===== config.mk =====
export PLATFORM = sky130hd
export DESIGN_NAME = smooth_start_window_growth
export DESIGN_NICKNAME = d
export VERILOG_FILES = /design/src/hw/rtl/sswg_pkg.sv /design/src/hw/rtl/sswg_dp.sv /design/src/hw/rtl/sswg_ctrl.sv /design/src/hw/rtl/smooth_start_window_growth.sv
export SDC_FILE = /design/constraint.sdc
export NUM_CORES = 1
export LEC_CHECK = 0
export BUFFER_PORTS_ARGS = -buffer_cell sky130_fd_sc_hd__buf_2
export CORE_MARGIN = 4
export CORE_UTILIZATION = 42
export CTS_CLUSTER_DIAMETER = 200
export DETAILED_ROUTE_END_ITERATION = 7
export SETUP_SLACK_MARGIN = 0.3
export SYNTH_ARGS = -nofsm -noshare
export SYNTH_HDL_FRONTEND = slang
export SYNTH_SLANG_ARGS = --single-unit
export TNS_END_PERCENT = 5

===== constraint.sdc =====
create_clock -name clk -period 6.25 [get_ports clk]
set_input_delay 0.625 -clock clk [delete_from_list [all_inputs] [get_ports clk]]
set_output_delay 0.625 -clock clk [all_outputs]
set_load 0.01 [all_outputs]

===== src/hw/rtl/sswg_pkg.sv =====
// Shared types and constants for the smooth start window growth block.
`timescale 1ns / 1ps
`default_nettype none
package sswg_pkg;

  localparam int unsigned WIN_W     = 32;
  localparam int unsigned SEG_W     = 16;
  localparam int unsigned CNT_W     = 16;
  localparam int unsigned DEPTH_W   = 5;
  localparam int unsigned PHASE_W   = 2;
  localparam int unsigned CFG_IDX_W = 2;
  localparam int unsigned CFG_DAT_W = 16;

  localparam int unsigned DIV_STEPS = WIN_W;
  localparam int unsigned DIV_CNT_W = $clog2(DIV_STEPS);

  localparam logic [SEG_W-1:0]   SEGMENT_RST = 16'd536;
  localparam logic [CNT_W-1:0]   GRAIN_RST   = 16'd2;
  localparam logic [DEPTH_W-1:0] DEPTH_RST   = 5'd2;

  localparam logic OP_ACK  = 1'b0;
  localparam logic OP_LOAD = 1'b1;

  localparam logic [PHASE_W-1:0] PH_SLOW   = 2'd0;
  localparam logic [PHASE_W-1:0] PH_SMOOTH = 2'd1;
  localparam logic [PHASE_W-1:0] PH_AVOID  = 2'd2;
  localparam logic [PHASE_W-1:0] PH_NONE   = 2'd3;

  localparam logic [CFG_IDX_W-1:0] REG_SEGMENT = 2'd0;
  localparam logic [CFG_IDX_W-1:0] REG_GRAIN   = 2'd1;
  localparam logic [CFG_IDX_W-1:0] REG_DEPTH   = 2'd2;

  typedef enum logic [2:0] {
    ST_IDLE,
    ST_EVAL,
    ST_CHECK,
    ST_MUL,
    ST_DIV,
    ST_ADD,
    ST_DONE
  } state_t;

  typedef struct packed {
    logic capture;
    logic eval;
    logic check;
    logic mul;
    logic div_step;
    logic add;
    logic out_load;
  } cmd_t;

  typedef struct packed {
    logic is_load;
    logic avoid_go;
  } status_t;

endpackage
`default_nettype wire


===== src/hw/rtl/sswg_dp.sv =====
// Datapath: window state, counters, config registers, divider and result register.
`timescale 1ns / 1ps
`default_nettype none
module sswg_dp (
  input  wire logic                            clk,
  input  wire logic                            rst_n,
  input  wire sswg_pkg::cmd_t                  cmd,
  output sswg_pkg::status_t                    status,
  input  wire logic                            cfg_we,
  input  wire logic [sswg_pkg::CFG_IDX_W-1:0]  cfg_index,
  input  wire logic [sswg_pkg::CFG_DAT_W-1:0]  cfg_data,
  input  wire logic                            in_opcode,
  input  wire logic [sswg_pkg::SEG_W-1:0]      in_segments_acked,
  input  wire logic [sswg_pkg::WIN_W-1:0]      in_load_window,
  input  wire logic [sswg_pkg::WIN_W-1:0]      in_load_threshold,
  output logic [sswg_pkg::WIN_W-1:0]           out_window,
  output logic [sswg_pkg::PHASE_W-1:0]         out_phase
);
  import sswg_pkg::*;

  // configuration
  logic [SEG_W-1:0]   seg_r;
  logic [CNT_W-1:0]   grain_r;
  logic [DEPTH_W-1:0] depth_r;

  // architectural state
  logic [WIN_W-1:0] window_r, window_nxt;
  logic [WIN_W-1:0] thr_r, thr_nxt;
  logic [CNT_W-1:0] cnt_r, cnt_nxt;
  logic [CNT_W-1:0] needed_r, needed_nxt;
  logic             se_r, se_nxt;

  // working registers for one request
  logic               op_r;
  logic [SEG_W-1:0]   segs_r;
  logic [WIN_W-1:0]   ld_win_r, ld_thr_r;
  logic [PHASE_W-1:0] phase_r, phase_nxt;
  logic               rest_nz_r, rest_nz_nxt;
  logic [WIN_W-1:0]   sq_r, sq_nxt;
  logic [WIN_W-1:0]   quo_r, quo_nxt;
  logic [WIN_W-1:0]   rem_r, rem_nxt;
  logic [WIN_W-1:0]   out_window_r;
  logic [PHASE_W-1:0] out_phase_r;

  logic [WIN_W-1:0] smooth_thr;
  logic [CNT_W-1:0] cnt_inc;
  logic [CNT_W-1:0] needed_cur;
  logic [WIN_W:0]   seg_sum;
  logic [WIN_W-1:0] seg_sat;
  logic [WIN_W:0]   div_tmp;
  logic [WIN_W:0]   div_diff;
  logic [WIN_W-1:0] quot;
  logic [WIN_W-1:0] adder;
  logic [WIN_W:0]   avoid_sum;
  logic [WIN_W-1:0] avoid_sat;
  logic [2*SEG_W-1:0] prod;

  assign smooth_thr = thr_r >> depth_r;
  assign cnt_inc    = cnt_r + CNT_W'(1);
  assign needed_cur = se_r ? needed_r : grain_r;
  assign seg_sum    = {1'b0, window_r} + {{(WIN_W + 1 - SEG_W){1'b0}}, seg_r};
  assign seg_sat    = seg_sum[WIN_W] ? '1 : seg_sum[WIN_W-1:0];

  assign prod = seg_r * seg_r;

  // one restoring step: shift in the next dividend bit, subtract if it fits
  assign div_tmp  = {rem_r, quo_r[WIN_W-1]};
  assign div_diff = div_tmp - {1'b0, window_r};

  // a zero window divides by one
  assign quot      = (window_r == '0) ? sq_r : quo_r;
  assign adder     = (quot == '0) ? WIN_W'(1) : quot;
  assign avoid_sum = {1'b0, window_r} + {1'b0, adder};
  assign avoid_sat = avoid_sum[WIN_W] ? '1 : avoid_sum[WIN_W-1:0];

  assign status.is_load  = (op_r == OP_LOAD);
  assign status.avoid_go = (window_r >= thr_r) && rest_nz_r;

  always_comb begin
    window_nxt  = window_r;
    thr_nxt     = thr_r;
    cnt_nxt     = cnt_r;
    needed_nxt  = needed_r;
    se_nxt      = se_r;
    phase_nxt   = phase_r;
    rest_nz_nxt = rest_nz_r;
    sq_nxt      = sq_r;
    quo_nxt     = quo_r;
    rem_nxt     = rem_r;

    if (cmd.capture) begin
      phase_nxt = PH_NONE;
    end

    if (cmd.eval) begin
      if (op_r == OP_LOAD) begin
        window_nxt  = ld_win_r;
        thr_nxt     = ld_thr_r;
        rest_nz_nxt = 1'b0;
      end else if (window_r < thr_r) begin
        se_nxt     = 1'b1;
        needed_nxt = needed_cur;
        if (segs_r != '0) begin
          if (window_r <= smooth_thr) begin
            window_nxt = seg_sat;
            phase_nxt  = PH_SLOW;
          end else if (cnt_inc == needed_cur) begin
            window_nxt = seg_sat;
            needed_nxt = needed_cur + CNT_W'(1);
            cnt_nxt    = '0;
            phase_nxt  = PH_SMOOTH;
          end else begin
            cnt_nxt = cnt_inc;
          end
          rest_nz_nxt = (segs_r > SEG_W'(1));
        end else begin
          rest_nz_nxt = 1'b0;
        end
      end else begin
        rest_nz_nxt = (segs_r != '0);
      end
    end

    // leave the smooth region once the threshold is reached
    if (cmd.check && (window_r >= thr_r)) begin
      se_nxt = 1'b0;
    end

    if (cmd.mul) begin
      sq_nxt  = prod;
      quo_nxt = prod;
      rem_nxt = '0;
    end

    if (cmd.div_step) begin
      if (!div_diff[WIN_W]) begin
        rem_nxt = div_diff[WIN_W-1:0];
        quo_nxt = {quo_r[WIN_W-2:0], 1'b1};
      end else begin
        rem_nxt = div_tmp[WIN_W-1:0];
        quo_nxt = {quo_r[WIN_W-2:0], 1'b0};
      end
    end

    if (cmd.add) begin
      window_nxt = avoid_sat;
      phase_nxt  = PH_AVOID;
    end
  end

  always_ff @(posedge clk) begin
    if (!rst_n) begin
      seg_r    <= SEGMENT_RST;
      grain_r  <= GRAIN_RST;
      depth_r  <= DEPTH_RST;
      window_r <= {{(WIN_W - SEG_W){1'b0}}, SEGMENT_RST};
      thr_r    <= '1;
      cnt_r    <= '0;
      needed_r <= '0;
      se_r     <= 1'b0;
    end else begin
      window_r <= window_nxt;
      thr_r    <= thr_nxt;
      cnt_r    <= cnt_nxt;
      needed_r <= needed_nxt;
      se_r     <= se_nxt;
      if (cfg_we) begin
        case (cfg_index)
          REG_SEGMENT: seg_r   <= cfg_data[SEG_W-1:0];
          REG_GRAIN:   grain_r <= cfg_data[CNT_W-1:0];
          REG_DEPTH:   depth_r <= cfg_data[DEPTH_W-1:0];
          default: ;
        endcase
      end
    end
  end

  always_ff @(posedge clk) begin
    if (cmd.capture) begin
      op_r     <= in_opcode;
      segs_r   <= in_segments_acked;
      ld_win_r <= in_load_window;
      ld_thr_r <= in_load_threshold;
    end
    if (cmd.out_load) begin
      out_window_r <= window_r;
      out_phase_r  <= phase_r;
    end
    phase_r   <= phase_nxt;
    rest_nz_r <= rest_nz_nxt;
    sq_r      <= sq_nxt;
    quo_r     <= quo_nxt;
    rem_r     <= rem_nxt;
  end

  assign out_window = out_window_r;
  assign out_phase  = out_phase_r;

endmodule
`default_nettype wire


===== src/hw/rtl/sswg_ctrl.sv =====
// Controller: runs one request via evaluate, check, multiply, divide, add, hand-off.
`timescale 1ns / 1ps
`default_nettype none
module sswg_ctrl (
  input  wire logic              clk,
  input  wire logic              rst_n,
  input  wire logic              in_valid,
  output logic                   in_stall,
  output logic                   out_valid,
  input  wire logic              out_stall,
  input  wire sswg_pkg::status_t status,
  output sswg_pkg::cmd_t         cmd
);
  import sswg_pkg::*;

  state_t               state_r, state_nxt;
  logic [DIV_CNT_W-1:0] div_cnt_r, div_cnt_nxt;
  logic                 out_valid_r, out_valid_nxt;
  logic                 slot_free;

  localparam logic [DIV_CNT_W-1:0] DIV_LAST = DIV_CNT_W'(DIV_STEPS - 1);

  assign slot_free = !out_valid_r || !out_stall;

  always_ff @(posedge clk) begin
    if (!rst_n) begin
      state_r     <= ST_IDLE;
      div_cnt_r   <= '0;
      out_valid_r <= 1'b0;
    end else begin
      state_r     <= state_nxt;
      div_cnt_r   <= div_cnt_nxt;
      out_valid_r <= out_valid_nxt;
    end
  end

  always_comb begin
    state_nxt   = state_r;
    div_cnt_nxt = div_cnt_r;
    cmd         = '0;
    in_stall    = 1'b1;

    case (state_r)
      ST_IDLE: begin
        in_stall    = 1'b0;
        cmd.capture = in_valid;
        if (in_valid) begin
          state_nxt = ST_EVAL;
        end
      end
      ST_EVAL: begin
        cmd.eval  = 1'b1;
        state_nxt = status.is_load ? ST_DONE : ST_CHECK;
      end
      ST_CHECK: begin
        cmd.check = 1'b1;
        state_nxt = status.avoid_go ? ST_MUL : ST_DONE;
      end
      ST_MUL: begin
        cmd.mul     = 1'b1;
        div_cnt_nxt = '0;
        state_nxt   = ST_DIV;
      end
      ST_DIV: begin
        cmd.div_step = 1'b1;
        div_cnt_nxt  = div_cnt_r + DIV_CNT_W'(1);
        if (div_cnt_r == DIV_LAST) begin
          state_nxt = ST_ADD;
        end
      end
      ST_ADD: begin
        cmd.add   = 1'b1;
        state_nxt = ST_DONE;
      end
      ST_DONE: begin
        // hold until the result register is free
        if (slot_free) begin
          cmd.out_load = 1'b1;
          state_nxt    = ST_IDLE;
        end
      end
      default: begin
        state_nxt = ST_IDLE;
      end
    endcase
  end

  always_comb begin
    out_valid_nxt = out_valid_r;
    if (out_valid_r && !out_stall) begin
      out_valid_nxt = 1'b0;
    end
    if ((state_r == ST_DONE) && slot_free) begin
      out_valid_nxt = 1'b1;
    end
  end

  assign out_valid = out_valid_r;

  a_accept_eval: assert property (@(posedge clk) disable iff (!rst_n)
    in_valid && !in_stall |=> state_r == ST_EVAL)
    else $error("accepted request did not move to evaluate");

  a_div_len: assert property (@(posedge clk) disable iff (!rst_n)
    (state_r == ST_DIV) && (div_cnt_r == DIV_LAST) |=> state_r == ST_ADD)
    else $error("divider did not finish after its last step");

  a_result_out: assert property (@(posedge clk) disable iff (!rst_n)
    (state_r == ST_DONE) && slot_free |=> out_valid_r && (state_r == ST_IDLE))
    else $error("finished request not handed to the result register");

  a_load_skip: assert property (@(posedge clk) disable iff (!rst_n)
    (state_r == ST_EVAL) && status.is_load |=> state_r == ST_DONE)
    else $error("load request entered the growth path");

endmodule
`default_nettype wire


===== src/hw/rtl/smooth_start_window_growth.sv =====
// Top level of the smooth start congestion window growth block.
//
// Usage: each request on the in_ channel is either an ACK event (in_opcode
// clear, in_segments_acked) or a load of window and threshold (in_opcode
// set, in_load_window, in_load_threshold). Each request yields exactly one
// result on the out_ channel: the window after the request and the phase
// of the growth applied. A request is taken at a clock edge with in_valid
// high and in_stall low; results move the same way with out_valid/out_stall.
// cfg_we writes segment size (index 0), grain number (1) or depth (2); the
// user must write only while the block is idle, not enforced by the block.
// One request is worked on at a time. A load goes through evaluate to result
// hand-off; an ACK through evaluate and check, and an ACK with avoidance
// growth also through multiply, the 32-step restoring divider computing
// segment_size^2 / window, and add. The next request can be taken in the
// cycle after the result register is loaded. A result held by out_stall sits
// in the output register while the next request is taken and processed; that
// request waits in its final state until the register frees. Synchronous
// reset sets the window to 536 bytes, the threshold to all ones, counters to
// zero, and defaults the configuration registers.
`timescale 1ns / 1ps
`default_nettype none
module smooth_start_window_growth (
  input  wire logic                            clk,
  input  wire logic                            rst_n,
  input  wire logic                            cfg_we,
  input  wire logic [sswg_pkg::CFG_IDX_W-1:0]  cfg_index,
  input  wire logic [sswg_pkg::CFG_DAT_W-1:0]  cfg_data,
  input  wire logic                            in_valid,
  output logic                                 in_stall,
  input  wire logic                            in_opcode,
  input  wire logic [sswg_pkg::SEG_W-1:0]      in_segments_acked,
  input  wire logic [sswg_pkg::WIN_W-1:0]      in_load_window,
  input  wire logic [sswg_pkg::WIN_W-1:0]      in_load_threshold,
  output logic                                 out_valid,
  input  wire logic                            out_stall,
  output logic [sswg_pkg::WIN_W-1:0]           out_window,
  output logic [sswg_pkg::PHASE_W-1:0]         out_phase
);
  import sswg_pkg::*;

  cmd_t    cmd;
  status_t status;

  sswg_ctrl u_ctrl (
    .clk       (clk),
    .rst_n     (rst_n),
    .in_valid  (in_valid),
    .in_stall  (in_stall),
    .out_valid (out_valid),
    .out_stall (out_stall),
    .status    (status),
    .cmd       (cmd)
  );

  sswg_dp u_dp (
    .clk               (clk),
    .rst_n             (rst_n),
    .cmd               (cmd),
    .status            (status),
    .cfg_we            (cfg_we),
    .cfg_index         (cfg_index),
    .cfg_data          (cfg_data),
    .in_opcode         (in_opcode),
    .in_segments_acked (in_segments_acked),
    .in_load_window    (in_load_window),
    .in_load_threshold (in_load_threshold),
    .out_window        (out_window),
    .out_phase         (out_phase)
  );

endmodule
`default_nettype wire


Yosys cells after proc, flatten, opt, wreduce, memory -nomap -nowiden
Index checks and enable logic that the tools add are counted.
{"block": "totals", "reg_bits": 357, "input_bits": 104}
{"block": "classes", "n_addsub": 6, "multipliers": 1, "n_lt_le_gt_ge": 4, "eq_ne": 13, "shift": 1, "n_mux": 49, "bitwise": 3, "n_reduce_logical": 28}
{"operator": "2-to-1 mux 32 bit", "n": 16}
{"operator": "2-to-1 mux 16 bit", "n": 5}
{"operator": "zero test 32 bit", "n": 2}
{"operator": "adder 32 x 16 -> 33 bit", "n": 1}
{"operator": "adder 32 x 32 -> 33 bit", "n": 1}
{"operator": "subtractor 33 x 32 -> 33 bit", "n": 1}
{"operator": "adder 16 x 1 -> 16 bit (second input constant)", "n": 2}
{"operator": "greater-or-equal comparator 32 bit", "n": 1}
{"operator": "<= comparator 32 bit", "n": 1}
{"operator": "less-than comparator 32 bit", "n": 1}
{"operator": "multiplier 16 x 16 -> 32 bit", "n": 1}
{"operator": "right shift 32 x 5 -> 32 bit", "n": 1}
{"operator": "one-hot mux 3 bit (7 select lines)", "n": 1}
{"operator": "== test 16 bit", "n": 1}
{"operator": "> comparator 16 x 1 -> 1 bit (second input constant)", "n": 1}
{"operator": "nonzero test 16 bit", "n": 1}
{"operator": "2-to-1 mux 3 bit", "n": 5}
{"operator": "2-to-1 mux 1 bit", "n": 14}
{"operator": "2-to-1 mux 2 bit", "n": 7}
{"operator": "one-hot mux 5 bit (2 select lines)", "n": 1}
{"operator": "== test 3 bit (second input constant)", "n": 3}
{"operator": "AND reduction 2 bit", "n": 4}
{"operator": "nonzero test 2 bit", "n": 4}
{"operator": "== test 3 x 2 -> 1 bit (second input constant)", "n": 2}
{"operator": "19 further kinds", "n": 28}

Longest topological paths before layout
Gate-level depths: netlist of the first run.
{"block": "logic_depth", "ltp_word": 9, "ltp_mapped": 25, "depth_no_buf": 24}

Cells and area by module
A second synthesis of the first run with hierarchy kept.
{"block": "unflattened", "cells_unflattened": 3078, "area_unflattened_um2": 29380.7}
{"module": "sswg_dp", "n_inst": 1, "cells_each": 3012, "area_per_inst_um2": 28866.4}
{"module": "sswg_ctrl", "n_inst": 1, "cells_each": 66, "area_per_inst_um2": 514.2}

Least setup slack after synthesis of the first run
No wires, ideal clock.
{"block": "synth_path", "path_kind": "register -> register", "startpoint": "reg u_dp.seg_r[8]", "endpoint": "reg u_dp.quo_r[30] (data pin)", "setup_time_ns": 0.260, "arrival_time_ns": 6.226, "required_time_ns": 5.990, "path_slack_ns": -0.235, "stages_incl_launch_ff": 26, "synth_period_minus_slack_ns": 6.485, "path_cell_list": "dfxtp_1 -> clkbuf_1 -> nand2_1 -> inv_1 -> fa_1 -> inv_1 -> fa_1 -> inv_1 -> fa_1 -> inv_1 -> fa_1 -> inv_1 -> fa_1 -> inv_1 -> fa_1 -> inv_1 -> ha_1 -> a21oi_1 -> a32o_1 -> a21oi_1 -> a311o_1 -> a211o_1 -> a211oi_1 -> o21ai_0 -> xor2_1 -> mux2_2"}
{"block": "synth_via", "elab_chain_len": 3}
{"item": "start: declaration", "line": "sswg_dp.sv:22", "source": "logic [SEG_W-1:0] seg_r;"}
{"item": "start signal: assignment", "line": "sswg_dp.sv:169", "source": "REG_SEGMENT: seg_r <= cfg_data[SEG_W-1:0];"}
{"item": "multiplier 16 x 16 -> 32 bit", "line": "sswg_dp.sv:64", "source": "assign prod = seg_r * seg_r;"}
{"item": "via u_dp.prod[30]", "line": "sswg_dp.sv:56", "source": "logic [2*SEG_W-1:0] prod;"}
{"item": "2-to-1 mux 32 bit", "line": "sswg_dp.sv:129", "source": "if (cmd.mul) begin"}
{"item": "2-to-1 mux 32 bit", "line": "sswg_dp.sv:135", "source": "if (cmd.div_step) begin"}
{"item": "via u_dp.quo_nxt[30]", "line": "sswg_dp.sv:40", "source": "logic [WIN_W-1:0] quo_r, quo_nxt;"}
{"item": "end signal: assignment", "line": "sswg_dp.sv:192", "source": "quo_r <= quo_nxt;"}
{"item": "end: declaration", "line": "sswg_dp.sv:40"}
The timed path passes the listed nets, and every way through them passes these cells. The select of a mux whose other input is x is not followed.
A chain may end at the register's enable or synchronous reset.

Worst setup path after layout of the first run
{"block": "layout_path", "startpoint": "reg u_dp.seg_r[6]", "endpoint": "reg u_dp.quo_r[26] (data pin)"}
Same word-level chain as after synthesis.

==> summary.md, run 1 <==
| Metric | Value |
|---|---|
| Peak fanout along the critical path | 6 |
| Placed cell area | 32400 µm² |
| Pre-CTS WS | -0.0358 ns |
| Most common cell after layout, fill and taps aside | nand2_1 |
| Synth Register Bits | between 300 and 400 |
| Die Width | 275 µm |
| Die area | 75800 µm² |
| Placed Cells | 4318 |
| Commonest cells after routing, fill and taps aside | nand2_1, inv_1, ha_1 |
| Crit path time final | 6.18 ns |
| Switch share | between 30% and 40% |
| Syn_area_per_cell | 9.18 µm² |
| Crit path kind | flop to flop |
| Final instance area | about 34000 µm² |
| Internal power | 5.29 mW |
| Max-slew violation count | 0 |
| DRC | 0 |
| Filler cells | approximately 6800 |
| RSZ-0062 raised after global routing | yes |
| P_leak | 15.2 nW |
| Final worst slack | 0.0748 ns |
| Via density | between 5 and 6 |
| CTS tree | built |
| Ys async rst share | 0% |
| Total power | 8.03 mW |
| Number of top-level design ports | between 100 and 150 |
| Seq pwr share | 35.4% |
| Post-Route WL | 88400 µm |
| Sequential-to-total area share from yosys stat | 30.8% |
| Layout cells sized above 1 | ~15% |
| Top cell type by total area after synthesis | edfxtp_1 |
| P per Cell Area | between 200 and 250 nW/µm² |
| Gp weighted congestion | about 0.93 |
| Vias in the first global route | 24000 |
| Starting Density | 42.6% |
| Hold Crit Class | input pin to flop |
| Top post-synthesis cells by area | edfxtp_1, fa_1, ha_1, dfxtp_1, nand2_1 |
| FP Rows | 97 |
| Status | complete, no violations |
| Worst Setup End Kind | flop |
| Net switching power figure | 2.73 mW |
| Combinational fraction of design power | 31.1% |
| Maximum clock frequency | 162 MHz |
| Distinct cells, synth | a little under 100 |
| Die Y | 275 µm |
| Max-cap violation count | 0 |
| Non-Filler Instances | 4416 |
| Pre-antenna DRT Iters | 6 |
| Core Area | 70400 µm² |
| Area taken by multi-input logic gates | 19100 µm² |
| Final Cycle Share | 98.8% |
| Final #Nets | slightly below 4000 |
| Global route overflow | 0 |
| First-pass GRT wire length | 136000 µm |
| Port buffer count | 139 |
| Iter 0 DRT Violations | 2005 |
| Required @ worst endpoint | 6.59 ns |
| Clock transition at path regs | about 0.06 ns |
| Area Overhead vs Synth | 13.8% |
| DP HPWL | roughly 67000 µm |
| Cts bufs inserted | 43 |
| Final setup fails | 0 |
| GRT Overall Usage | 22.8% |
| Mapped Nets | 3786 |
| Mapped cell area | 30000 µm² |
| Clock buffer depth | 3 |
| Peak supply drop | 0.219 mV |
| Final hold viol count | 0 |
| Cells after synthesis | 3268 |
| Clock sink total | 356 |
| Register Area | 9280 µm² |
| Yosys warns | 0 |
| Ys flop type | edfxtp_1 |
| Worst EP arrival | 6.51 ns |
| Largest net degree at the start of global routing | 76 |
| Clock share of power | 33.6% |
| DR vias | ~25000 |
| Max H-tree Level | 2 |
| Slew of the pin with the lowest slew margin | 1.18 ns |
| Initial antenna violation count | 6 |
| Startpoint Class | flop |
| Hold WS | 0.201 ns |
| Final setup TNS | 0 ns |
| Worst-Skew Late Latency | 0.60 ns |
| EDFF count, synth | roughly 210 |
| Root buf cell | clkbuf_16 |
| Final Skew | ~0.019 ns |
| Yosys top cell area share | 21.1% |
| Rel. slew slack | 20.9% |
| Detail Route Antenna Nets | 0 |
| DR WL/cell | 20.0 µm |
| Utilization after layout | 48.5% |
==> worst max-delay path: stages (launching register included) <==
cell	delay [ns]
dfxtp_4	0.38
buf_2	0.17
buf_4	0.15
fa_1	0.53
inv_1	0.05
fa_1	0.47
inv_1	0.05
fa_1	0.48
fa_2	0.59
fa_1	0.42
fa_1	0.45
ha_1	0.30
buf_4	0.14
nand3_1	0.10
nor2_1	0.08
a311o_1	0.34
a211o_1	0.35
a211oi_2	0.31
buf_4	0.16
buf_4	0.09
buf_4	0.09
xnor2_1	0.07
nand2_1	0.08
nand2_1	0.05
==> power by group through the flow <==
stage	Combinational [mW]	Sequential, mW	Clock (mW)
final	2.49	2.84	2.70
after global routing	2.76	2.86	2.84
after CTS	2.44	2.84	2.75
after detailed placement	2.40	2.89	0
after global placement	2.39	2.89	0
after floorplan	1.68	2.87	0
==> synthesized netlist by cell type (all sizes together) (82+ instances only) <==
library cell,n
dfxtp,145
mux2i,82
nand2,442
clkbuf,124
edfxtp,211
a21oi,219
xnor2,84
ha,249
nor2,163
o21ai,101
fa,165
inv,351
==> layer usage <==
layer / wire length (µm) / track usage, % / share of wire [%]
met3: 5460 / 3.16 / 6.2
met4: 2010 / 5.32 / 2.3
met1: 39200 / 31.3 / 44
met5: 34 / 0 / 0.038
met2: 41600 / 38.4 / 47
==> state kept, by name, indices dropped and copies added, names as in the netlist, 16 cells and up <==
name             flops
u_dp.rem_r          32
u_dp.needed_r       16
u_dp.segs_r         16
u_dp.seg_r          16
u_dp.window_r       32
u_dp.ld_thr_r       32
u_dp.cnt_r          16
u_dp.out_window     32
u_dp.thr_r          32
u_dp.grain_r        16
u_dp.sq_r           31
u_dp.quo_r          32
u_dp.ld_win_r       32
==> area by class of cell <==
| type | instances | area share, % |
|---|---|---|
| multi-input cells | 2407 | 55.8 |
| clock inverters | 27 | 1.02 |
| flip-flops and latches | 356 | 27.2 |
| diodes | 3 | 0.0220 |
| repair buffers | 278 | 5.31 |
| well taps | 940 | 3.44 |
| inverters | 353 | 3.88 |
| clock buffers | 52 | 3.34 |
==> worst paths after layout <==
kind                              start                          end  slack, ns  cells past startpoint
min               in_load_threshold[25]  u_dp.ld_thr_r[25]$_DFFE_PP_       0.20                      1
max reg2reg  u_dp.seg_r[6]$_SDFFE_PN0P_     u_dp.quo_r[26]$_DFFE_PP_       0.07                     23
min reg2reg  u_dp.phase_r[1]$_SDFF_PP1_  u_dp.out_phase[1]$_DFFE_PP_       0.44                      0
max          u_dp.seg_r[6]$_SDFFE_PN0P_     u_dp.quo_r[26]$_DFFE_PP_       0.07                     23
==> cell families after synthesis <==
group | share of synthesized area [%]
xor+xnor | 3.82
flops | 30.8
buf+inv | 6.48
compound gates | 15.6
mux | 5.83
simple gates | 16.1
fa+ha+maj | 21.4
==> repair_timing <==
action | CTS | global route
hold buffers | 0 | 0
endpoints found under the hold margin | 0 | 0
buffers inserted | 9 | 7
pin swaps | 16 | 16
gates resized for setup | 29 | 24
setup endpoints to repair | 17 | 53
Note: power is estimated with default switching activity, not from simulation.
==> run 2: changes to the inputs <==
Settings changed: CORE_MARGIN 4 to 2, CORE_UTILIZATION 42 to 45.
Clock period 6.25 ns to 5.15 ns, I/O delays scaled along.
==> summary.md, run 2 (synthesis results as in run 1) <==
| Metric | Value |
|---|---|
| Hold Crit Class | input pin to flop |
| Via density | 5.81 |
| Port buffer count | 139 |
| Seq pwr share | 34.5% |
| Peak fanout along the critical path | 6 |
| DP HPWL | 76800 µm |
| Starting Density | 45.6% |
| Max H-tree Level | 2 |
| Max-cap violation count | 0 |
| Final hold viol count | 0 |
| Crit path kind | flop to flop |
| Worst Setup End Kind | flop |
| Cts bufs inserted | 43 |
| Die area | around 70000 µm² |
| Final setup TNS | -22.59 ns |
| Peak supply drop | 0.248 mV |
| Crit path time final | about 6.2 ns |
| Internal power | 6.48 mW |
| DRC | 0 |
| Filler cells | slightly below 6000 |
| Die Y | around 260 µm |
| Startpoint Class | flop |
| Rel. slew slack | about a quarter |
| Global route overflow | 0 |
| Layout cells sized above 1 | 21.9% |
| Initial antenna violation count | 5 |
| Clock transition at path regs | ~0.060 ns |
| Pre-CTS WS | -1.18 ns |
| Combinational fraction of design power | between 30% and 40% |
| Final worst slack | -1.01 ns |
| Largest net degree at the start of global routing | 82 |
| RSZ-0062 raised after global routing | yes |
| Die Width | 262 µm |
| Final #Nets | 4158 |
| Hold path cells | 1 |
| Clock share of power | 30.1% |
| Max-slew violation count | 0 |
| Final Cycle Share | 120% |
| Slew of the pin with the lowest slew margin | 1.15 ns |
| Detail Route Antenna Nets | 0 |
| Area Overhead vs Synth | 20.2% |
| Post-Route WL | 99100 µm |
| Core Area | 65900 µm² |
| Vias in the first global route | ~27000 |
| Clock sink total | 356 |
| Failing checks | setup timing |
| Most common cell after layout, fill and taps aside | nand2_1 |
| Clock buffer depth | 3 |
| GRT Overall Usage | between 20 and 30% |
| Number of top-level design ports | 140 |
| Placed Cells | approximately 4400 |
| Final Skew | between 0.03 and 0.04 ns |
| P_leak | 16.3 nW |
| Pre-antenna DRT Iters | 5 |
| Worst-case reg-to-reg path depth | 23 |
| Final setup fails | 52 |
| Net switching power figure | between 3 and 4 mW |
| Required @ worst endpoint | 5.51 ns |
| Total power | 10.0 mW |
| DR WL/cell | around 22 µm |
| Root buf cell | clkbuf_16 |
| DR vias | 26400 |
| CTS tree | built |
| Hold-fix buffers at CTS | 0 |
| First-pass GRT wire length | 154000 µm |
| Commonest cells after routing, fill and taps aside | nand2_1, inv_1, buf_4 |
| P per Cell Area | 278 nW/µm² |
| Maximum clock frequency | 162 MHz |
| Switch share | 35.4% |
| Status | complete, but fails checks |
| Worst-Skew Late Latency | 0.61 ns |
| Iter 0 DRT Violations | 2178 |
| Non-Filler Instances | 4541 |
| FP Rows | 94 |
| Worst EP arrival | 6.51 ns |
| Gp weighted congestion | 0.969 |
[run 2: cell types whose count changed in the layout (fill, tap and decap cells not counted), sizes merged]
cell / change
diode: -1
buf: +201
bufinv: -6
clkbuf: +5
clkinvlp: +2
[run 2: critical path: stages, from the launching register on]
cell	delay, ns
dfxtp_4	0.37
and2_4	0.17
fa_1	0.49
inv_1	0.05
fa_1	0.49
inv_2	0.04
fa_1	0.50
inv_2	0.04
fa_1	0.51
inv_1	0.05
fa_1	0.48
inv_1	0.05
fa_1	0.49
inv_2	0.05
ha_4	0.22
a21oi_2	0.14
and2_1	0.18
a21oi_2	0.08
a311o_1	0.35
a211o_1	0.36
a211oi_2	0.27
o21ai_1	0.11
xor2_1	0.16
mux2_4	0.27
[run 2: path summary, 6_finish.rpt]
check / to / slack, ns / from
max: u_dp.quo_r[30]$_DFFE_PP_ / -1.01 / u_dp.seg_r[2]$_SDFFE_PN0P_
max reg2reg: u_dp.quo_r[30]$_DFFE_PP_ / -1.01 / u_dp.seg_r[2]$_SDFFE_PN0P_
min: u_dp.ld_win_r[7]$_DFFE_PP_ / 0.08 / in_load_window[7]
min reg2reg: u_dp.out_phase[0]$_DFFE_PP_ / 0.44 / u_dp.phase_r[0]$_SDFF_PP0_
[run 2: cell type report]
class                   count  area [µm²]  share of cell area, %
diodes                      2        5.00                 0.0139
clock buffers              57        1190                   3.30
clock inverters            23         209                  0.579
inverters                 353        1330                   3.68
multi-input cells        2407       19600                   54.2
flip-flops and latches    356        9300                   25.8
well taps                 864        1080                   3.00
repair buffers            479        3400                   9.43
[run 2: timing repair]
action | 4_1_cts | 5_1_grt
resized for setup | 95 | 85
setup endpoints to repair | 96 | 102
pin swaps | 53 | 47
setup buffers | 7 | 9
[run 2: power by group through the flow]
stage | clock network (mW) | logic (mW) | registers (mW)
after floorplan | 0 | 2.05 | 3.49
after global placement | 0 | 3.24 | 3.51
after detailed placement | 0 | 3.30 | 3.52
after CTS | 3.08 | 3.43 | 3.46
after global routing | 3.18 | 3.87 | 3.48
final | 3.02 | 3.55 | 3.46
[run 2: through the flow]
step	hold WS (ns)	util, %	area, µm²
2_1_floorplan	0.409	-	30300
3_3_place_gp	0.415	51.3	33800
3_5_place_dp	0.431	51.3	33800
4_1_cts	0.0543	54.1	35700
5_1_grt	0.0766	54.8	36100
6_report	0.0819	54.8	36100
[run 2: routing by layer]
layer / vias up / wire [µm] / track usage, %
met5: - / 0 / 0
met2: 879 / 46100 / 46.1
met4: 0 / 3770 / 10.3
met3: 206 / 6520 / 3.06
met1: 13000 / 42700 / 39.1
li1: 12300 / - / -
